`src/rtl/bcd_calendar_register_codec_assert.svh`:
```
// ----------------------------------------------------------------------------
// BCD calendar codec assertion macros
// Concurrent assertion wrappers; they expand to nothing in synthesis.
// ----------------------------------------------------------------------------
`ifndef BCD_CALENDAR_REGISTER_CODEC_ASSERT_SVH
`define BCD_CALENDAR_REGISTER_CODEC_ASSERT_SVH
`ifndef SYNTHESIS
// same-cycle implication
`define BCDC_ASSERT_IMP(lbl, clk, rstn, ante, cons, msg) \
  lbl: assert property (@(posedge clk) disable iff (!rstn) (ante) |-> (cons)) \
    else $error(msg);
// next-cycle implication
`define BCDC_ASSERT_NXT(lbl, clk, rstn, ante, cons, msg) \
  lbl: assert property (@(posedge clk) disable iff (!rstn) (ante) |=> (cons)) \
    else $error(msg);
`else
`define BCDC_ASSERT_IMP(lbl, clk, rstn, ante, cons, msg)
`define BCDC_ASSERT_NXT(lbl, clk, rstn, ante, cons, msg)
`endif
`endif

```
`src/rtl/bcdc_pkg.sv`:
```
// ----------------------------------------------------------------------------
// bcdc_pkg
// Types, constants and small conversion functions of the BCD calendar codec.
// ----------------------------------------------------------------------------
package bcdc_pkg;

  localparam logic [13:0] BaseReset  = 14'd2000;
  localparam logic        ReqEncode  = 1'b0;
  localparam logic        StatusOk   = 1'b0;
  localparam logic        StatusErr  = 1'b1;

  // Input item
  typedef struct packed {
    logic        req_type;
    logic [7:0]  in_second;
    logic [7:0]  in_minute;
    logic [7:0]  in_hour;
    logic [7:0]  in_day;
    logic [7:0]  in_weekday;
    logic [7:0]  in_month;
    logic [15:0] in_year;
    logic [55:0] in_image;
  } req_t;

  // Result item
  typedef struct packed {
    logic        status;
    logic [55:0] out_image;
    logic [6:0]  out_second;
    logic [6:0]  out_minute;
    logic [5:0]  out_hour;
    logic [5:0]  out_day;
    logic [2:0]  out_weekday;
    logic [4:0]  out_month;
    logic [13:0] out_year;
    logic        voltage_low_flag;
    logic        century_flag;
  } rsp_t;

  // Decoded fields, shared by both inner stages
  typedef struct packed {
    logic [6:0] sec;
    logic [6:0] min;
    logic [5:0] hour;
    logic [5:0] day;
    logic [2:0] wday;
    logic [4:0] mon;
    logic       vl;
    logic       cent;
  } dec_t;

  // Check stage -> reduce stage
  typedef struct packed {
    logic       req_type;
    logic       range_ok;
    logic [7:0] off;
    logic [4:0] dim;
    logic [5:0] sec;
    logic [5:0] min;
    logic [4:0] hour;
    logic [7:0] day;
    logic [2:0] wday;
    logic [3:0] mon;
    dec_t       dec;
    logic [7:0] year_byte;
  } stg_a_t;

  // Reduce stage -> pack stage
  typedef struct packed {
    logic        req_type;
    logic        ok;
    logic        cent_e;
    logic [6:0]  off2;
    logic [5:0]  sec;
    logic [5:0]  min;
    logic [4:0]  hour;
    logic [4:0]  day;
    logic [2:0]  wday;
    logic [3:0]  mon;
    dec_t        dec;
    logic [13:0] d_year;
  } stg_b_t;

  // Two BCD digits to binary, digits unchecked
  function automatic logic [7:0] bcdc_from_bcd(input logic [7:0] b);
    logic [7:0] hi;
    hi = {4'd0, b[7:4]};
    return (hi << 3) + (hi << 1) + {4'd0, b[3:0]};
  endfunction

  // Binary below 100 to two BCD digits; tens by reciprocal multiply
  function automatic logic [7:0] bcdc_to_bcd(input logic [6:0] v);
    logic [13:0] prod;
    logic [3:0]  tens;
    logic [6:0]  rem;
    prod = {7'd0, v} * 14'd103;
    tens = prod[13:10];
    rem  = v - ({3'd0, tens} << 3) - ({3'd0, tens} << 1);
    return {tens, rem[3:0]};
  endfunction

  // Month length, month 1..12; leap means year divisible by four
  function automatic logic [4:0] bcdc_days_in_month(input logic [3:0] mon,
                                                   input logic leap);
    logic [4:0] d;
    unique case (mon)
      4'd1, 4'd3, 4'd5, 4'd7, 4'd8, 4'd10, 4'd12: d = 5'd31;
      4'd4, 4'd6, 4'd9, 4'd11:                   d = 5'd30;
      4'd2:                                      d = leap ? 5'd29 : 5'd28;
      default:                                   d = 5'd0;
    endcase
    return d;
  endfunction

endpackage

```
`src/rtl/bcdc_if.sv`:
```
// ----------------------------------------------------------------------------
// bcdc_if
// Valid/ready channels of the BCD calendar codec: request, result, config.
// ----------------------------------------------------------------------------
interface bcdc_req_if;
  logic        valid;
  logic        ready;
  logic        req_type;
  logic [7:0]  in_second;
  logic [7:0]  in_minute;
  logic [7:0]  in_hour;
  logic [7:0]  in_day;
  logic [7:0]  in_weekday;
  logic [7:0]  in_month;
  logic [15:0] in_year;
  logic [55:0] in_image;

  modport source (output valid, req_type, in_second, in_minute, in_hour, in_day,
                  in_weekday, in_month, in_year, in_image, input ready);
  modport sink   (input valid, req_type, in_second, in_minute, in_hour, in_day,
                  in_weekday, in_month, in_year, in_image, output ready);
endinterface

interface bcdc_rsp_if;
  logic        valid;
  logic        ready;
  logic        status;
  logic [55:0] out_image;
  logic [6:0]  out_second;
  logic [6:0]  out_minute;
  logic [5:0]  out_hour;
  logic [5:0]  out_day;
  logic [2:0]  out_weekday;
  logic [4:0]  out_month;
  logic [13:0] out_year;
  logic        voltage_low_flag;
  logic        century_flag;

  modport source (output valid, status, out_image, out_second, out_minute,
                  out_hour, out_day, out_weekday, out_month, out_year,
                  voltage_low_flag, century_flag, input ready);
  modport sink   (input valid, status, out_image, out_second, out_minute,
                  out_hour, out_day, out_weekday, out_month, out_year,
                  voltage_low_flag, century_flag, output ready);
endinterface

interface bcdc_cfg_if;
  logic        valid;
  logic        ready;
  logic [13:0] data;

  modport source (output valid, data, input ready);
  modport sink   (input valid, data, output ready);
endinterface

```
`src/rtl/bcd_calendar_register_codec.sv`:
```
// ----------------------------------------------------------------------------
// bcd_calendar_register_codec
// Binary calendar fields <-> seven-byte BCD clock register image.
//
//   channel  dir  modport  carries
//   req_i    in   sink     request item: req_type, fields, image
//   rsp_o    out  source   result item: status, image, decoded fields
//   cfg_i    in   sink     century_base write (14 bits), always ready
//
// Three register stages: check, reduce, pack. An accepted request is registered
// in check, then in reduce, then in pack, whose output register drives the
// result; one item per cycle is sustained while the result is taken.
// Ready is combinational through all three stages: a stage takes a new item
// when it is empty or its item moves on in the same cycle, so a stall drops or
// repeats nothing. With the result held off, req ready drops once all three
// stages are full. Reset empties all stages and sets century_base to 2000.
// ----------------------------------------------------------------------------
`include "bcd_calendar_register_codec_assert.svh"

module bcd_calendar_register_codec import bcdc_pkg::*; (
  input  logic       clk_i,
  input  logic       rst_ni,
  bcdc_req_if.sink   req_i,
  bcdc_rsp_if.source rsp_o,
  bcdc_cfg_if.sink   cfg_i
);

  logic [13:0] base_q;
  req_t        req;
  stg_a_t      a_data;
  stg_b_t      b_data;
  rsp_t        rsp;
  logic        a_vld, a_rdy, b_vld, b_rdy, c_vld;

  // Configuration register
  assign cfg_i.ready = 1'b1;
  always_ff @(posedge clk_i or negedge rst_ni) begin
    if (!rst_ni) begin
      base_q <= BaseReset;
    end else if (cfg_i.valid) begin
      base_q <= cfg_i.data;
    end
  end

  // Request bundle
  always_comb begin
    req.req_type   = req_i.req_type;
    req.in_second  = req_i.in_second;
    req.in_minute  = req_i.in_minute;
    req.in_hour    = req_i.in_hour;
    req.in_day     = req_i.in_day;
    req.in_weekday = req_i.in_weekday;
    req.in_month   = req_i.in_month;
    req.in_year    = req_i.in_year;
    req.in_image   = req_i.in_image;
  end

  bcdc_check u_check (
    .clk_i       (clk_i),
    .rst_ni      (rst_ni),
    .base_i      (base_q),
    .in_valid_i  (req_i.valid),
    .in_ready_o  (req_i.ready),
    .in_data_i   (req),
    .out_valid_o (a_vld),
    .out_ready_i (a_rdy),
    .out_data_o  (a_data)
  );

  bcdc_reduce u_reduce (
    .clk_i       (clk_i),
    .rst_ni      (rst_ni),
    .base_i      (base_q),
    .in_valid_i  (a_vld),
    .in_ready_o  (a_rdy),
    .in_data_i   (a_data),
    .out_valid_o (b_vld),
    .out_ready_i (b_rdy),
    .out_data_o  (b_data)
  );

  bcdc_pack u_pack (
    .clk_i       (clk_i),
    .rst_ni      (rst_ni),
    .in_valid_i  (b_vld),
    .in_ready_o  (b_rdy),
    .in_data_i   (b_data),
    .out_valid_o (c_vld),
    .out_ready_i (rsp_o.ready),
    .out_data_o  (rsp)
  );

  // Result channel
  assign rsp_o.valid            = c_vld;
  assign rsp_o.status           = rsp.status;
  assign rsp_o.out_image        = rsp.out_image;
  assign rsp_o.out_second       = rsp.out_second;
  assign rsp_o.out_minute       = rsp.out_minute;
  assign rsp_o.out_hour         = rsp.out_hour;
  assign rsp_o.out_day          = rsp.out_day;
  assign rsp_o.out_weekday      = rsp.out_weekday;
  assign rsp_o.out_month        = rsp.out_month;
  assign rsp_o.out_year         = rsp.out_year;
  assign rsp_o.voltage_low_flag = rsp.voltage_low_flag;
  assign rsp_o.century_flag     = rsp.century_flag;

  // Checks
  `BCDC_ASSERT_IMP(a_err_zero_image, clk_i, rst_ni, c_vld && rsp.status == StatusErr, rsp.out_image == 56'd0, "error result with nonzero image")
  `BCDC_ASSERT_IMP(a_err_no_flags, clk_i, rst_ni, c_vld && rsp.status == StatusErr, !rsp.century_flag && !rsp.voltage_low_flag, "error result with decode flags")
  `BCDC_ASSERT_NXT(a_pack_from_reduce, clk_i, rst_ni, !c_vld && !b_vld, !c_vld, "output valid without a stage 2 item")

endmodule

```
`src/rtl/bcdc_check.sv`:
```
// ----------------------------------------------------------------------------
// bcdc_check
// Stage 1: field range and year window checks, month length lookup,
// masked BCD decode of the image bytes.
// ----------------------------------------------------------------------------
module bcdc_check import bcdc_pkg::*; (
  input  logic        clk_i,
  input  logic        rst_ni,
  input  logic [13:0] base_i,
  input  logic        in_valid_i,
  output logic        in_ready_o,
  input  req_t        in_data_i,
  output logic        out_valid_o,
  input  logic        out_ready_i,
  output stg_a_t      out_data_o
);

  logic        vld_q;
  stg_a_t      data_q, data_d;
  logic [16:0] year_x, base_x, diff;
  logic        in_win;
  logic [7:0]  b0_d, b1_d, b2_d, b3_d, b5_d;

  assign in_ready_o = !vld_q || out_ready_i;

  // Year window on full width
  always_comb begin
    year_x = {1'b0, in_data_i.in_year};
    base_x = {3'd0, base_i};
    diff   = year_x - base_x;
    in_win = (year_x >= base_x) && (year_x <= base_x + 17'd199);
  end

  // Masked BCD decode of image bytes 0, 1, 2, 3 and 5
  always_comb begin
    b0_d = bcdc_from_bcd({1'b0, in_data_i.in_image[6:0]});
    b1_d = bcdc_from_bcd({1'b0, in_data_i.in_image[14:8]});
    b2_d = bcdc_from_bcd({2'd0, in_data_i.in_image[21:16]});
    b3_d = bcdc_from_bcd({2'd0, in_data_i.in_image[29:24]});
    b5_d = bcdc_from_bcd({3'd0, in_data_i.in_image[44:40]});
  end

  always_comb begin
    data_d           = '0;
    data_d.req_type  = in_data_i.req_type;
    data_d.range_ok  = (in_data_i.in_second <= 8'd59) && (in_data_i.in_minute <= 8'd59) &&
                       (in_data_i.in_hour <= 8'd23) && (in_data_i.in_weekday <= 8'd6) &&
                       (in_data_i.in_month >= 8'd1) && (in_data_i.in_month <= 8'd12) &&
                       in_win;
    data_d.off       = diff[7:0];
    data_d.dim       = bcdc_days_in_month(in_data_i.in_month[3:0],
                                          in_data_i.in_year[1:0] == 2'd0);
    data_d.sec       = in_data_i.in_second[5:0];
    data_d.min       = in_data_i.in_minute[5:0];
    data_d.hour      = in_data_i.in_hour[4:0];
    data_d.day       = in_data_i.in_day;
    data_d.wday      = in_data_i.in_weekday[2:0];
    data_d.mon       = in_data_i.in_month[3:0];
    data_d.dec.sec   = b0_d[6:0];
    data_d.dec.min   = b1_d[6:0];
    data_d.dec.hour  = b2_d[5:0];
    data_d.dec.day   = b3_d[5:0];
    data_d.dec.wday  = in_data_i.in_image[34:32];
    data_d.dec.mon   = b5_d[4:0];
    data_d.dec.vl    = in_data_i.in_image[7];
    data_d.dec.cent  = in_data_i.in_image[47];
    data_d.year_byte = bcdc_from_bcd(in_data_i.in_image[55:48]);
  end

  // Stage valid
  always_ff @(posedge clk_i or negedge rst_ni) begin
    if (!rst_ni) begin
      vld_q <= 1'b0;
    end else if (in_ready_o) begin
      vld_q <= in_valid_i;
    end
  end

  // Stage data
  always_ff @(posedge clk_i) begin
    if (in_ready_o && in_valid_i) begin
      data_q <= data_d;
    end
  end

  assign out_valid_o = vld_q;
  assign out_data_o  = data_q;

endmodule

```
`src/rtl/bcdc_reduce.sv`:
```
// ----------------------------------------------------------------------------
// bcdc_reduce
// Stage 2: day-of-month check, century split of the year offset,
// decoded year sum.
// ----------------------------------------------------------------------------
module bcdc_reduce import bcdc_pkg::*; (
  input  logic        clk_i,
  input  logic        rst_ni,
  input  logic [13:0] base_i,
  input  logic        in_valid_i,
  output logic        in_ready_o,
  input  stg_a_t      in_data_i,
  output logic        out_valid_o,
  input  logic        out_ready_i,
  output stg_b_t      out_data_o
);

  logic   vld_q;
  stg_b_t data_q, data_d;
  logic   cent_e;
  logic [7:0] off_sub;

  assign in_ready_o = !vld_q || out_ready_i;

  always_comb begin
    cent_e  = in_data_i.off >= 8'd100;
    off_sub = cent_e ? (in_data_i.off - 8'd100) : in_data_i.off;

    data_d          = '0;
    data_d.req_type = in_data_i.req_type;
    data_d.ok       = in_data_i.range_ok && (in_data_i.day >= 8'd1) &&
                      (in_data_i.day <= {3'd0, in_data_i.dim});
    data_d.cent_e   = cent_e;
    data_d.off2     = off_sub[6:0];
    data_d.sec      = in_data_i.sec;
    data_d.min      = in_data_i.min;
    data_d.hour     = in_data_i.hour;
    data_d.day      = in_data_i.day[4:0];
    data_d.wday     = in_data_i.wday;
    data_d.mon      = in_data_i.mon;
    data_d.dec      = in_data_i.dec;
    // wraps to 14 bits
    data_d.d_year   = base_i + (in_data_i.dec.cent ? 14'd100 : 14'd0) +
                      {6'd0, in_data_i.year_byte};
  end

  // Stage valid
  always_ff @(posedge clk_i or negedge rst_ni) begin
    if (!rst_ni) begin
      vld_q <= 1'b0;
    end else if (in_ready_o) begin
      vld_q <= in_valid_i;
    end
  end

  // Stage data
  always_ff @(posedge clk_i) begin
    if (in_ready_o && in_valid_i) begin
      data_q <= data_d;
    end
  end

  assign out_valid_o = vld_q;
  assign out_data_o  = data_q;

endmodule

```
`src/rtl/bcdc_pack.sv`:
```
// ----------------------------------------------------------------------------
// bcdc_pack
// Stage 3: binary-to-BCD of the encode fields, image assembly and result
// selection into the output register.
// ----------------------------------------------------------------------------
module bcdc_pack import bcdc_pkg::*; (
  input  logic   clk_i,
  input  logic   rst_ni,
  input  logic   in_valid_i,
  output logic   in_ready_o,
  input  stg_b_t in_data_i,
  output logic   out_valid_o,
  input  logic   out_ready_i,
  output rsp_t   out_data_o
);

  logic       vld_q;
  rsp_t       data_q, data_d;
  logic [7:0] sec_b, min_b, hour_b, day_b, mon_b, year_b;

  assign in_ready_o = !vld_q || out_ready_i;

  // BCD conversion of the encode fields
  always_comb begin
    sec_b  = bcdc_to_bcd({1'b0, in_data_i.sec});
    min_b  = bcdc_to_bcd({1'b0, in_data_i.min});
    hour_b = bcdc_to_bcd({2'd0, in_data_i.hour});
    day_b  = bcdc_to_bcd({2'd0, in_data_i.day});
    mon_b  = bcdc_to_bcd({3'd0, in_data_i.mon});
    year_b = bcdc_to_bcd(in_data_i.off2);
  end

  // Result selection
  always_comb begin
    data_d = '0;
    if (in_data_i.req_type == ReqEncode) begin
      if (in_data_i.ok) begin
        data_d.status    = StatusOk;
        data_d.out_image = {year_b, in_data_i.cent_e, mon_b[6:0],
                            5'd0, in_data_i.wday, day_b, hour_b, min_b, sec_b};
      end else begin
        data_d.status    = StatusErr;
      end
    end else begin
      data_d.status           = StatusOk;
      data_d.out_second       = in_data_i.dec.sec;
      data_d.out_minute       = in_data_i.dec.min;
      data_d.out_hour         = in_data_i.dec.hour;
      data_d.out_day          = in_data_i.dec.day;
      data_d.out_weekday      = in_data_i.dec.wday;
      data_d.out_month        = in_data_i.dec.mon;
      data_d.out_year         = in_data_i.d_year;
      data_d.voltage_low_flag = in_data_i.dec.vl;
      data_d.century_flag     = in_data_i.dec.cent;
    end
  end

  // Output valid
  always_ff @(posedge clk_i or negedge rst_ni) begin
    if (!rst_ni) begin
      vld_q <= 1'b0;
    end else if (in_ready_o) begin
      vld_q <= in_valid_i;
    end
  end

  // Output register
  always_ff @(posedge clk_i) begin
    if (in_ready_o && in_valid_i) begin
      data_q <= data_d;
    end
  end

  assign out_valid_o = vld_q;
  assign out_data_o  = data_q;

endmodule
```
`src/flat_wrapper.sv`:
```
// flat-port wrapper written by rule: the top's interface ports become plain ports
module bcd_calendar_register_codec_flat import bcdc_pkg::*;
  (clk_i, rst_ni, req_i_valid, req_i_req_type, req_i_in_second, req_i_in_minute, req_i_in_hour, req_i_in_day, req_i_in_weekday, req_i_in_month, req_i_in_year, req_i_in_image, req_i_ready, rsp_o_valid, rsp_o_status, rsp_o_out_image, rsp_o_out_second, rsp_o_out_minute, rsp_o_out_hour, rsp_o_out_day, rsp_o_out_weekday, rsp_o_out_month, rsp_o_out_year, rsp_o_voltage_low_flag, rsp_o_century_flag, rsp_o_ready, cfg_i_valid, cfg_i_data, cfg_i_ready);
  bcdc_req_if req_i_i ();
  bcdc_rsp_if rsp_o_i ();
  bcdc_cfg_if cfg_i_i ();
  input  logic clk_i;
  input  logic rst_ni;
  input wire logic [$bits(req_i_i.valid)-1:0] req_i_valid;
  input wire logic [$bits(req_i_i.req_type)-1:0] req_i_req_type;
  input wire logic [$bits(req_i_i.in_second)-1:0] req_i_in_second;
  input wire logic [$bits(req_i_i.in_minute)-1:0] req_i_in_minute;
  input wire logic [$bits(req_i_i.in_hour)-1:0] req_i_in_hour;
  input wire logic [$bits(req_i_i.in_day)-1:0] req_i_in_day;
  input wire logic [$bits(req_i_i.in_weekday)-1:0] req_i_in_weekday;
  input wire logic [$bits(req_i_i.in_month)-1:0] req_i_in_month;
  input wire logic [$bits(req_i_i.in_year)-1:0] req_i_in_year;
  input wire logic [$bits(req_i_i.in_image)-1:0] req_i_in_image;
  output wire logic [$bits(req_i_i.ready)-1:0] req_i_ready;
  output wire logic [$bits(rsp_o_i.valid)-1:0] rsp_o_valid;
  output wire logic [$bits(rsp_o_i.status)-1:0] rsp_o_status;
  output wire logic [$bits(rsp_o_i.out_image)-1:0] rsp_o_out_image;
  output wire logic [$bits(rsp_o_i.out_second)-1:0] rsp_o_out_second;
  output wire logic [$bits(rsp_o_i.out_minute)-1:0] rsp_o_out_minute;
  output wire logic [$bits(rsp_o_i.out_hour)-1:0] rsp_o_out_hour;
  output wire logic [$bits(rsp_o_i.out_day)-1:0] rsp_o_out_day;
  output wire logic [$bits(rsp_o_i.out_weekday)-1:0] rsp_o_out_weekday;
  output wire logic [$bits(rsp_o_i.out_month)-1:0] rsp_o_out_month;
  output wire logic [$bits(rsp_o_i.out_year)-1:0] rsp_o_out_year;
  output wire logic [$bits(rsp_o_i.voltage_low_flag)-1:0] rsp_o_voltage_low_flag;
  output wire logic [$bits(rsp_o_i.century_flag)-1:0] rsp_o_century_flag;
  input wire logic [$bits(rsp_o_i.ready)-1:0] rsp_o_ready;
  input wire logic [$bits(cfg_i_i.valid)-1:0] cfg_i_valid;
  input wire logic [$bits(cfg_i_i.data)-1:0] cfg_i_data;
  output wire logic [$bits(cfg_i_i.ready)-1:0] cfg_i_ready;
  assign req_i_i.valid = req_i_valid;
  assign req_i_i.req_type = req_i_req_type;
  assign req_i_i.in_second = req_i_in_second;
  assign req_i_i.in_minute = req_i_in_minute;
  assign req_i_i.in_hour = req_i_in_hour;
  assign req_i_i.in_day = req_i_in_day;
  assign req_i_i.in_weekday = req_i_in_weekday;
  assign req_i_i.in_month = req_i_in_month;
  assign req_i_i.in_year = req_i_in_year;
  assign req_i_i.in_image = req_i_in_image;
  assign req_i_ready = req_i_i.ready;
  assign rsp_o_valid = rsp_o_i.valid;
  assign rsp_o_status = rsp_o_i.status;
  assign rsp_o_out_image = rsp_o_i.out_image;
  assign rsp_o_out_second = rsp_o_i.out_second;
  assign rsp_o_out_minute = rsp_o_i.out_minute;
  assign rsp_o_out_hour = rsp_o_i.out_hour;
  assign rsp_o_out_day = rsp_o_i.out_day;
  assign rsp_o_out_weekday = rsp_o_i.out_weekday;
  assign rsp_o_out_month = rsp_o_i.out_month;
  assign rsp_o_out_year = rsp_o_i.out_year;
  assign rsp_o_voltage_low_flag = rsp_o_i.voltage_low_flag;
  assign rsp_o_century_flag = rsp_o_i.century_flag;
  assign rsp_o_i.ready = rsp_o_ready;
  assign cfg_i_i.valid = cfg_i_valid;
  assign cfg_i_i.data = cfg_i_data;
  assign cfg_i_ready = cfg_i_i.ready;
  bcd_calendar_register_codec u_core (.clk_i(clk_i), .rst_ni(rst_ni), .req_i(req_i_i), .rsp_o(rsp_o_i), .cfg_i(cfg_i_i));
endmodule
```
`config.mk`:
```
export PLATFORM = sky130hd
export DESIGN_NAME = bcd_calendar_register_codec_flat
export DESIGN_NICKNAME = d
export VERILOG_FILES = /design/src/rtl/bcdc_pkg.sv /design/src/rtl/bcdc_if.sv /design/src/rtl/bcd_calendar_register_codec.sv /design/src/rtl/bcdc_check.sv /design/src/rtl/bcdc_reduce.sv /design/src/rtl/bcdc_pack.sv /design/src/flat_wrapper.sv
export VERILOG_INCLUDE_DIRS = /design/src /design/src/rtl
export SDC_FILE = /design/constraint.sdc
export NUM_CORES = 1
export LEC_CHECK = 0
export ABC_AREA = 1
export BUFFER_PORTS_ARGS = -buffer_cell sky130_fd_sc_hd__buf_4
export CAP_MARGIN = 20
export CORE_MARGIN = 10
export CORE_UTILIZATION = 35
export DETAILED_ROUTE_END_ITERATION = 12
export GPL_TIMING_DRIVEN = 0
export PLACE_DENSITY = 0.57
export SLEW_MARGIN = 20
export SYNTH_ARGS = -nofsm -noshare
export SYNTH_HDL_FRONTEND = slang
export SYNTH_HIERARCHICAL = 1
export SYNTH_SLANG_ARGS = --single-unit
```
`constraint.sdc`:
```
create_clock -name clk_i -period 12.9 [get_ports clk_i]
set_input_delay 2.58 -clock clk_i [delete_from_list [all_inputs] [get_ports clk_i]]
set_output_delay 2.58 -clock clk_i [all_outputs]
set_load 0.01 [all_outputs]
```
==> flow_summary.yaml, run 1 <==
run_status:
  status: "completed"
grt:
  antenna_found_initial: 0
  grt_max_degree: 24
  grt_pass1_wl_um: 60600
  track_usage_pct: 13.3
  grt-ovfl-total: 0
  first_global_vias: 11628
clock_tree:
  ctsRootBufferMaster: "clkbuf_16"
  clk_pin_slew_ns: 0.06
  cts_tree: "done"
  cts-resized-gates: 0
  cts_sinks: 289
  cts-hold-fix-buffers: 0
  h-tree-depth: 2
  clockBufferDepth: 3
  cts_made_buffers: 35
  cts_setup_buffers: 0
  clock_latency_ns: 0.53
placed_design:
  portBuffers: 223
  dpl.hpwl_um: 30300
  finalWeightedCongestion: 0.839
die:
  start_util_pct: 35.4
  core_area_um2: 47600
  die_w_um: 240
  ios: 250
  rows: 80
  die_height_um: 240
  die-area_um2: 57400
yosys:
  synth_area_um2: 16900
  ys_ff_latch: 289
  syn_inst: 1517
  synth_edf_count: 272
  synth-simple-area-share_pct: 13.1
  yosysWarnings: 6
  synthMuxAreaShare_pct: 0
  async_reset_ff_share_pct: 5.88
  ys_types: 52
  synth_top_family_by_area: "adder cells"
  synth_compound_area_share_pct: 3.43
  synth_xor_area_share_pct: 3.16
  synth.avg_cell_area_um2: 11.1
  yosys.area_share.adder_pct: 22.7
  ys.flop_type: "edfxtp_1"
  ys_seq_area_share_pct: 51.0
power_and_ir_drop:
  p_switching_mw: 1.04
  cellPowerDensity_nw_per_um2: 157
  pwr-share-seq_pct: 37.6
  vdd_drop_max_mv: 0.102
  p_int_mw: 2.24
  switching_share_pct: 31.7
  p_leak_nw: 10.1
  power.share.clock_pct: 30.7
  power_frac_comb_pct: 31.7
detailed_routing:
  drt-wirelength-per-cell_um: 15.5
  vias: 11009
  drt_iter0_drc: 531
  avgViaCountPerCell: 4.50
  drc: 0
  postRouteAntennaNets: 0
  drtPass1Iterations: 5
  wirelength_um: 37900
critical_path:
  critPathKind: "primary input to output port"
  cp.arrival_ns: 3.39
  crit_path_start_kind: "primary input"
  rrSetupSlack_ns: 8.50
  critPathCaptureType: "output port"
  reg2reg_depth: 22
  critical_path.max_fanout: 2
  required_ns: 10.32
cells_and_area:
  final_common_cell: "nand2_1"
  post-route-util_pct: 44.0
  mostFrequentLayoutCells: "289 x nand2_1, 272 x edfxtp_1, 243 x inv_1"
  n_antenna_cell: 0
  finalNetCount: 2222
  areaGrowthSynthToFinish_pct: 24.2
  drive_above_1_share_pct: 19.6
timing:
  slew_viol_final: 0
  max_slew.worst_pin.slew_ns: 0.771
  setup_violations: 0
  hold_violations: 0
  min_period_over_period_pct: 46.3
  finalClockSkew_ns: 0.0277
  rsz0062_at_grt: "no"
  fin_setup_tns_ns: 0
  relSlewSlack_pct: 48.6
  timing.fmax_ghz: 0.167
  fin_crit_ns: 5.97
job:
  maxCapViolations: 0
worst_hold_path:
  whs_path_depth: 0
  worstHoldPathType: "register to register"
## path summary, 6_finish.rpt
check | startpoint | to
worst min register to register | u_core/u_check/out_data_o[81] | u_core/u_reduce/out_data_o[79]
max in group asynchronous | rst_ni | u_core/base_q[4]
min in group asynchronous | rst_ni | u_core/base_q[11]
worst min-delay path | u_core/u_check/out_data_o[81] | u_core/u_reduce/out_data_o[79]
worst max register to register | u_core/u_reduce/out_data_o[80] | u_core/u_pack/out_data_o[101]
worst max-delay path | rsp_o_ready | req_i_ready
## cells in the mapped netlist (2+ instances only)
library cell,number,area share [%]
nand2_1,289,6.4
edfxtp_1,272,48
inv_1,243,5.4
ha_1,234,17
nor2_1,103,2.3
nand3_1,59,1.8
a21oi_1,49,1.5
fa_1,45,5.3
xor2_1,43,2.2
buf_4,17,0.76
nand4_1,17,0.63
xnor2_1,16,0.83
o21ai_0,13,0.39
dfrtp_1,11,1.6
nand3b_1,10,0.45
nand2_2,9,0.33
nor3_1,8,0.24
a21o_1,6,0.27
clkbuf_1,6,0.13
dfstp_2,6,0.93
or2_2,6,0.22
inv_2,5,0.11
nor2_2,4,0.15
a31oi_1,3,0.11
buf_2,3,0.089
nand3_2,3,0.18
o21ai_1,3,0.089
a21boi_0,2,0.089
a21boi_1,2,0.089
a21oi_2,2,0.10
conb_1,2,0.045
o21a_1,2,0.089
o21ai_2,2,0.10
o22ai_1,2,0.074
o31ai_1,2,0.089
or2_1,2,0.074
## area by class of cell
class	count	area [um^2]
buffer	27	176
clock buffer	42	933
clock inverter	22	258
fill	4426	26700
inverter	249	935
multi-input combinational	964	7230
sequential	289	8600
tap	615	769
timing repair buffer	237	2040
## critical path, cell delays in order
cell	delay, ns
buf_4	0.11
inv_1	0.10
nand2_1	0.08
inv_1	0.11
nand2_1	0.08
inv_1	0.11
nand2_1	0.08
buf_4	0.15
## routing by layer
metal	vias to the layer above	global-route usage [%]	part of all wire, %
li1	5608	-	-
met2	198	23.3	50
met5	-	0	0
met4	0	4.09	2.0
met3	50	2.78	4.5
met1	5153	16.0	43
## stage by stage
step / setup slack, ns / cell area (um^2) / cells / power, mW / hold WS, ns
3_3_place_gp: 1.69 / 19400 / 2367 / 2.27 / 0.401
6_report: 6.93 / 20900 / 2445 / 3.28 / 0.416
4_1_cts: 6.92 / 20900 / 2445 / 3.34 / 0.418
2_1_floorplan: 5.19 / 16900 / 1529 / 1.97 / 0.400
3_5_place_dp: 6.92 / 19800 / 2381 / 2.30 / 0.405
5_1_grt: 6.85 / 20900 / 2445 / 3.55 / 0.421
## cells by family (layout without fill, tap and decap cells)
family | Yosys count | in the layout
xor+xnor | 60 | 60
compound gates | 96 | 96
fa+ha+maj | 279 | 279
other cells | 2 | 14
flops | 289 | 289
simple gates | 515 | 515
buf+inv | 276 | 577
## registers in the layout, indices dropped and copies added (netlist names)
| register | cells |
|---|---|
| u_core/u_check/out_data_o | 89 |
| u_core/u_pack/out_valid_o | 1 |
| u_core/base_q | 14 |
| u_core/u_reduce/out_valid_o | 1 |
| u_core/u_check/out_valid_o | 1 |
| u_core/u_pack/out_data_o | 94 |
| u_core/u_reduce/out_data_o | 89 |
## power groups by stage
stage | clock network [mW] | registers, mW | logic [mW]
floorplan | 0 | 1.27 | 0.705
CTS | 1.04 | 1.24 | 1.06
global placement | 0 | 1.28 | 0.994
detailed placement | 0 | 1.26 | 1.05
global route | 1.08 | 1.25 | 1.22
finish | 1.01 | 1.24 | 1.04
No activity file was read; power rests on OpenSTA's default activity.
==> run 2: changes to the inputs <==
==> constraint.sdc (replaced) <==
create_clock -name clk_i -period 5.7 [get_ports clk_i]
set_input_delay 1.14 -clock clk_i [delete_from_list [all_inputs] [get_ports clk_i]]
set_output_delay 1.14 -clock clk_i [all_outputs]
set_load 0.01 [all_outputs]
==> flow_summary.yaml, run 2 (synthesized netlist as in run 1, its figures left out) <==
timing:
  hold_violations: 0
  min_period_over_period_pct: 76.7
  fin_crit_ns: 4.37
  slew_viol_final: 0
  setup_violations: 0
  finalClockSkew_ns: 0.0332
  timing.fmax_ghz: 0.229
  fin_setup_tns_ns: 0
  max_slew.worst_pin.slew_ns: 0.757
  relSlewSlack_pct: 49.6
  rsz0062_at_grt: "no"
power_and_ir_drop:
  p_leak_nw: 10.1
  cellPowerDensity_nw_per_um2: 349
  vdd_drop_max_mv: 0.209
  total_power_mw: 7.27
grt:
  grt_max_degree: 24
  first_global_vias: 11692
  grt_pass1_wl_um: 60600
  antenna_found_initial: 0
  track_usage_pct: 13.4
  grt-ovfl-total: 0
cells_and_area:
  finalNetCount: 2222
  drive_above_1_share_pct: 19.4
  areaGrowthSynthToFinish_pct: 23.5
  n_antenna_cell: 0
  mostFrequentLayoutCells: "289 x nand2_1, 272 x edfxtp_1, 243 x inv_1"
  final_common_cell: "nand2_1"
  largest_register_ffs: 94
detailed_routing:
  drt_iter0_drc: 514
  drc: 0
  vias: 11096
  drt-wirelength-per-cell_um: 15.5
  drtPass1Iterations: 5
  wirelength_um: 37900
  avgViaCountPerCell: 4.55
  postRouteAntennaNets: 0
die:
  ios: 250
  rows: 80
  die_height_um: 240
  die-area_um2: 57400
  die_w_um: 240
  start_util_pct: 35.4
  core_area_um2: 47600
critical_path:
  cp.arrival_ns: 4.66
  critPathCaptureType: "register"
  cp_top_family: "adder cells"
  cpMostUsedCell: "nand2_1"
  cp_num_buf_inv: 3
  path_cells: "ha_1, inv_1, fa_1, inv_1, fa_1, ha_1, ha_1, a21oi_1, nor2_1, nor2_2, nand2_1, nand2_2, nand2_1, xor2_1, inv_1, ha_1, nand2_1, nand3_1, nand2_1, nand2_1, nand2_1, a21oi_1"
  crit_path_top_delay_cell: "fa_1"
  required_ns: 5.99
  crit_path_start_kind: "register"
  critical_path.max_fanout: 4
  cpPeakStageDelay_ns: 0.50
  critPathKind: "register to register"
clock_tree:
  clk_pin_slew_ns: 0.06
  cts_setup_buffers: 0
  clockBufferDepth: 3
  cts_made_buffers: 35
  cts-resized-gates: 0
  cts_sinks: 289
  h-tree-depth: 2
  clock_latency_ns: 0.55
  ctsRootBufferMaster: "clkbuf_16"
  cts-hold-fix-buffers: 0
  cts_tree: "done"
job:
  maxCapViolations: 0
placed_design:
  portBuffers: 223
  finalWeightedCongestion: 0.832
  dpl.hpwl_um: 30400
worst_hold_path:
  worstHoldPathType: "register to register"
run_status:
  status: "completed"
run 2: changes by cell type in the layout (fill, tap and decap cells not counted), sizes merged:
cell      before  now
clkbuf        48   46
inv          249  252
clkinvlp       2    1
bufinv         5    1
run 2: area by class of cell:
type                       count  area (um^2)
tap                          615          769
timing repair buffer         237         2030
multi-input combinational    964         7230
buffer                        27          176
clock inverter                20          148
sequential                   289         8600
clock buffer                  40          937
inverter                     249          935
fill                        4435        26800
run 2: metrics by stage:
step / worst slack [ns] / area [um^2] / hold slack [ns] / util (%) / instances
2_1_floorplan: 1.24 / 16900 / 0.400 / - / 1529
3_3_place_gp: -0.729 / 19400 / 0.401 / 40.6 / 2367
3_5_place_dp: 1.35 / 19700 / 0.405 / 41.4 / 2381
4_1_cts: 1.32 / 20800 / 0.411 / 43.7 / 2441
5_1_grt: 1.04 / 20800 / 0.416 / 43.7 / 2441
6_report: 1.33 / 20800 / 0.404 / 43.7 / 2441
run 2: report_power, final:
group	leakage (nW)	switching (mW)	internal, mW
sequential	2.86	0.138	2.66
combinational	6.67	1.35	1.01
clock	0.533	0.878	1.23
total	10.1	2.37	4.90
run 2: routing by layer:
layer,track usage [%],up-vias,wire [um]
met5,0,-,0
met4,3.94,0,932
met3,3.39,63,1860
met2,23.0,208,18500
met1,16.1,5209,16500
li1,-,5616,-
run 2: final timing paths:
check	from	to	slack, ns	depth (start not counted)
min in group asynchronous	rst_ni	u_core/base_q[3]	0.45	1
setup / recovery	u_core/u_reduce/out_data_o[81]	u_core/u_pack/out_data_o[101]	1.33	22
hold / removal	u_core/u_check/out_data_o[71]	u_core/u_reduce/out_data_o[74]	0.40	0
hold reg to reg	u_core/u_check/out_data_o[71]	u_core/u_reduce/out_data_o[74]	0.40	0
max in group asynchronous	rst_ni	u_core/base_q[4]	4.99	1
setup reg to reg	u_core/u_reduce/out_data_o[81]	u_core/u_pack/out_data_o[101]	1.33	22
run 2: worst register-to-register path: stages (launching register included):
cell and delay, ns:
edfxtp_1 0.48, ha_1 0.36, inv_1 0.06, fa_1 0.50
inv_1 0.05, fa_1 0.47, ha_1 0.31, ha_1 0.31
a21oi_1 0.20, nor2_1 0.07, nor2_2 0.09, nand2_1 0.07
nand2_2 0.08, nand2_1 0.06, xor2_1 0.18, inv_1 0.07
ha_1 0.30, nand2_1 0.10, nand3_1 0.08, nand2_1 0.09
nand2_1 0.06, nand2_1 0.06, a21oi_1 0.05
==> run 3: changes to the inputs <==
--- a/config.mk
+++ b/config.mk
@@ -6,14 +6,14 @@
 export SDC_FILE = /design/constraint.sdc
 export NUM_CORES = 1
 export LEC_CHECK = 0
-export ABC_AREA = 1
+export ABC_AREA = 0
 export BUFFER_PORTS_ARGS = -buffer_cell sky130_fd_sc_hd__buf_4
 export CAP_MARGIN = 20
 export CORE_MARGIN = 10
 export CORE_UTILIZATION = 35
 export DETAILED_ROUTE_END_ITERATION = 12
 export GPL_TIMING_DRIVEN = 0
-export PLACE_DENSITY = 0.57
+export PLACE_DENSITY = 0.6
 export SLEW_MARGIN = 20
 export SYNTH_ARGS = -nofsm -noshare
 export SYNTH_HDL_FRONTEND = slang
==> constraint.sdc (replaced) <==
create_clock -name clk_i -period 3.6 [get_ports clk_i]
set_input_delay 0.72 -clock clk_i [delete_from_list [all_inputs] [get_ports clk_i]]
set_output_delay 0.72 -clock clk_i [all_outputs]
set_load 0.01 [all_outputs]
==> flow_summary.yaml, run 3 <==
detailed_routing:
  wirelength_um: 38200
  avgViaCountPerCell: 4.68
  drt-wirelength-per-cell_um: 17.6
  drtPass1Iterations: 4
  vias: 10174
  drc: 0
  drt_iter0_drc: 371
  postRouteAntennaNets: 0
die:
  ios: 250
  die-area_um2: 55700
  core_area_um2: 46400
  start_util_pct: 35.2
  die_w_um: 236
  die_height_um: 236
  rows: 79
yosys:
  yosys-top-cells-count: "272 x edfxtp_1, 234 x ha_1, 117 x inv_1"
  yosysMostFrequentCell: "edfxtp_1"
  async_reset_ff_share_pct: 5.88
  yosys.area.top_type: "edfxtp_1"
  yosysWarnings: 6
  ys_types: 66
  syn_inst: 1207
  ys.flop_type: "edfxtp_1"
  ys_top_cells_by_area: "edfxtp_1 50%, ha_1 18%, fa_1 5.5%, inv_1 2.7%, xnor2_1 2.6%"
  synth.avg_cell_area_um2: 13.5
  synth_top_cell_area_share_pct: 50.0
  synth_area_um2: 16300
  synth_edf_count: 272
  ys_seq_area_share_pct: 52.7
  ys_ff_latch: 289
critical_path:
  critPathCaptureType: "register"
  critical_path.max_fanout: 4
  crit_path_start_kind: "register"
  cp.arrival_ns: 4.61
  critPathKind: "register to register"
  required_ns: 3.99
placed_design:
  place_inst: 2054
  finalWeightedCongestion: 0.811
  dpl.hpwl_um: 29100
  dp_slack_ns: -0.751
  portBuffers: 223
cells_and_area:
  mostFrequentLayoutCells: "283 x buf_4, 272 x edfxtp_1, 208 x ha_1"
  areaGrowthSynthToFinish_pct: 29.7
  nFillCells: 4183
  largest_register_ffs: 94
  post-route-util_pct: 45.7
  instances_no_fill: 2172
  drive_above_1_share_pct: 30.3
  finalNetCount: 1957
  final_common_cell: "buf_4"
  n_antenna_cell: 0
power_and_ir_drop:
  p_leak_nw: 9.07
  p_int_mw: 8.97
  cellPowerDensity_nw_per_um2: 626
  vdd_drop_max_mv: 0.555
  switching_share_pct: 32.4
  power_frac_comb_pct: 40.3
  p_switching_mw: 4.29
  power.share.clock_pct: 26.0
  pwr-share-seq_pct: 33.7
clock_tree:
  clock_latency_ns: 0.55
  cts_sinks: 289
  clk_pin_slew_ns: 0.06
  h-tree-depth: 2
  cts_tree: "done"
  ctsRootBufferMaster: "clkbuf_16"
  clockBufferDepth: 3
  cts_made_buffers: 35
run_status:
  status: "finished, violations left"
  violations: "negative setup slack"
grt:
  antenna_found_initial: 3
  grt_max_degree: 50
  busiest_layer: "met2"
  first_global_vias: 11162
  track_usage_pct: 13.6
  grt_pass1_wl_um: 60500
  grt-ovfl-total: 0
  met1_usage_pct: 16.1
  grt_use_met2_pct: 23.7
  gr-usage-met3_pct: 3.42
timing:
  min_period_over_period_pct: 117
  fin_crit_ns: 4.22
  timing.fmax_ghz: 0.237
  relSlewSlack_pct: 50.6
  hold_violations: 0
  setup_violations: 12
  finalClockSkew_ns: 0.0199
  max_slew.worst_pin.slew_ns: 0.741
  timing.hold.ws_ns: 0.347
  slew_viol_final: 0
  rsz0062_at_grt: "yes"
  fin_ws_ns: -0.619
  fin_setup_tns_ns: -3.67
job:
  maxCapViolations: 0
worst_hold_path:
  worstHoldPathType: "primary input to register"
-- run 3: changes by cell type in the layout (fill, tap and decap cells not counted), sizes merged, moves of 40 or more --
cell   change
and2      +64
nand3     -42
nand2    -275
inv      -133
buf       +40
nor2      -50
-- run 3: cell type report --
| cell class | instances | area [um^2] | area share [%] |
|---|---|---|---|
| repair buffers | 282 | 2230 | 10.5 |
| flip-flops and latches | 289 | 8600 | 40.6 |
| well taps | 607 | 759 | 3.59 |
| multi-input cells | 785 | 7820 | 37.0 |
| clock buffers | 43 | 937 | 4.43 |
| clock inverters | 21 | 198 | 0.934 |
| plain buffers | 28 | 173 | 0.816 |
| inverters | 117 | 447 | 2.11 |
-- run 3: per-layer routing --
metal	part of all wire, %	up-vias
met1	43	4911
met3	5.0	69
met2	50	195
met4	2.7	6
li1	-	4993
met5	0.089	-
-- run 3: what timing repair did --
item                                   in CTS  in global routing
buffers inserted                           44                 12
hold buffers                                1                  0
setup endpoints to repair                  16                 18
resized for setup                          45                 49
endpoints found under the hold margin      11                  0
pin swaps                                  41                 26
-- run 3: path summary, 6_finish.rpt --
| kind | startpoint | to | slack (ns) | cells after the start |
|---|---|---|---|---|
| setup / recovery | u_core/u_reduce/out_data_o[81] | u_core/u_pack/out_data_o[101] | -0.62 | 17 |
| max in group asynchronous | rst_ni | u_core/base_q[6] | 2.77 | 2 |
| hold reg to reg | u_core/u_check/out_data_o[32] | u_core/u_reduce/out_data_o[38] | 0.41 | 0 |
| hold / removal | req_i_in_day[2] | u_core/u_check/out_data_o[53] | 0.35 | 1 |
| min in group asynchronous | rst_ni | u_core/base_q[11] | 0.57 | 2 |
| setup reg to reg | u_core/u_reduce/out_data_o[81] | u_core/u_pack/out_data_o[101] | -0.62 | 17 |
-- run 3: power by group through the flow --
| stage | clock (mW) | sequential, mW | combinational (mW) |
|---|---|---|---|
| after CTS | 3.59 | 4.47 | 4.88 |
| final | 3.45 | 4.46 | 5.35 |
| after detailed placement | 0 | 4.55 | 4.06 |
| after global routing | 3.72 | 4.51 | 5.96 |
| after global placement | 0 | 4.57 | 3.90 |
| after floorplan | 0 | 4.56 | 2.82 |
-- run 3: through the flow --
step | total power [mW] | area (um^2)
5_1_grt | 14.2 | 21200
4_1_cts | 12.9 | 20800
3_5_place_dp | 8.60 | 19100
3_3_place_gp | 8.47 | 18900
6_report | 13.3 | 21200
2_1_floorplan | 7.37 | 16500
-- run 3: cells by family (layout without fill, tap and decap cells) --
logic type | after synthesis | in the layout | synth area share (%)
fa+ha+maj | 279 | 279 | 23.5
simple gates | 265 | 265 | 8.99
xor+xnor | 79 | 79 | 4.37
buf+inv | 145 | 491 | 3.75
flops | 289 | 289 | 52.7
mux | 16 | 16 | 1.09
other cells | 2 | 14 | 0.0460
compound gates | 132 | 132 | 5.60
-- run 3: worst max-delay path, cell delays in order, from the launching register on --
cell and delay (ns):
edfxtp_1 0.50, ha_4 0.32, inv_2 0.03, fa_1 0.51, inv_2 0.04, fa_1 0.50, ha_1 0.35, ha_4 0.29
nand3_4 0.08, o22ai_4 0.19, a211oi_2 0.06, nor2b_1 0.17, nor2_2 0.07, xnor2_2 0.24, ha_4 0.19, xnor2_2 0.11
xnor3_1 0.31, nor2_1 0.10
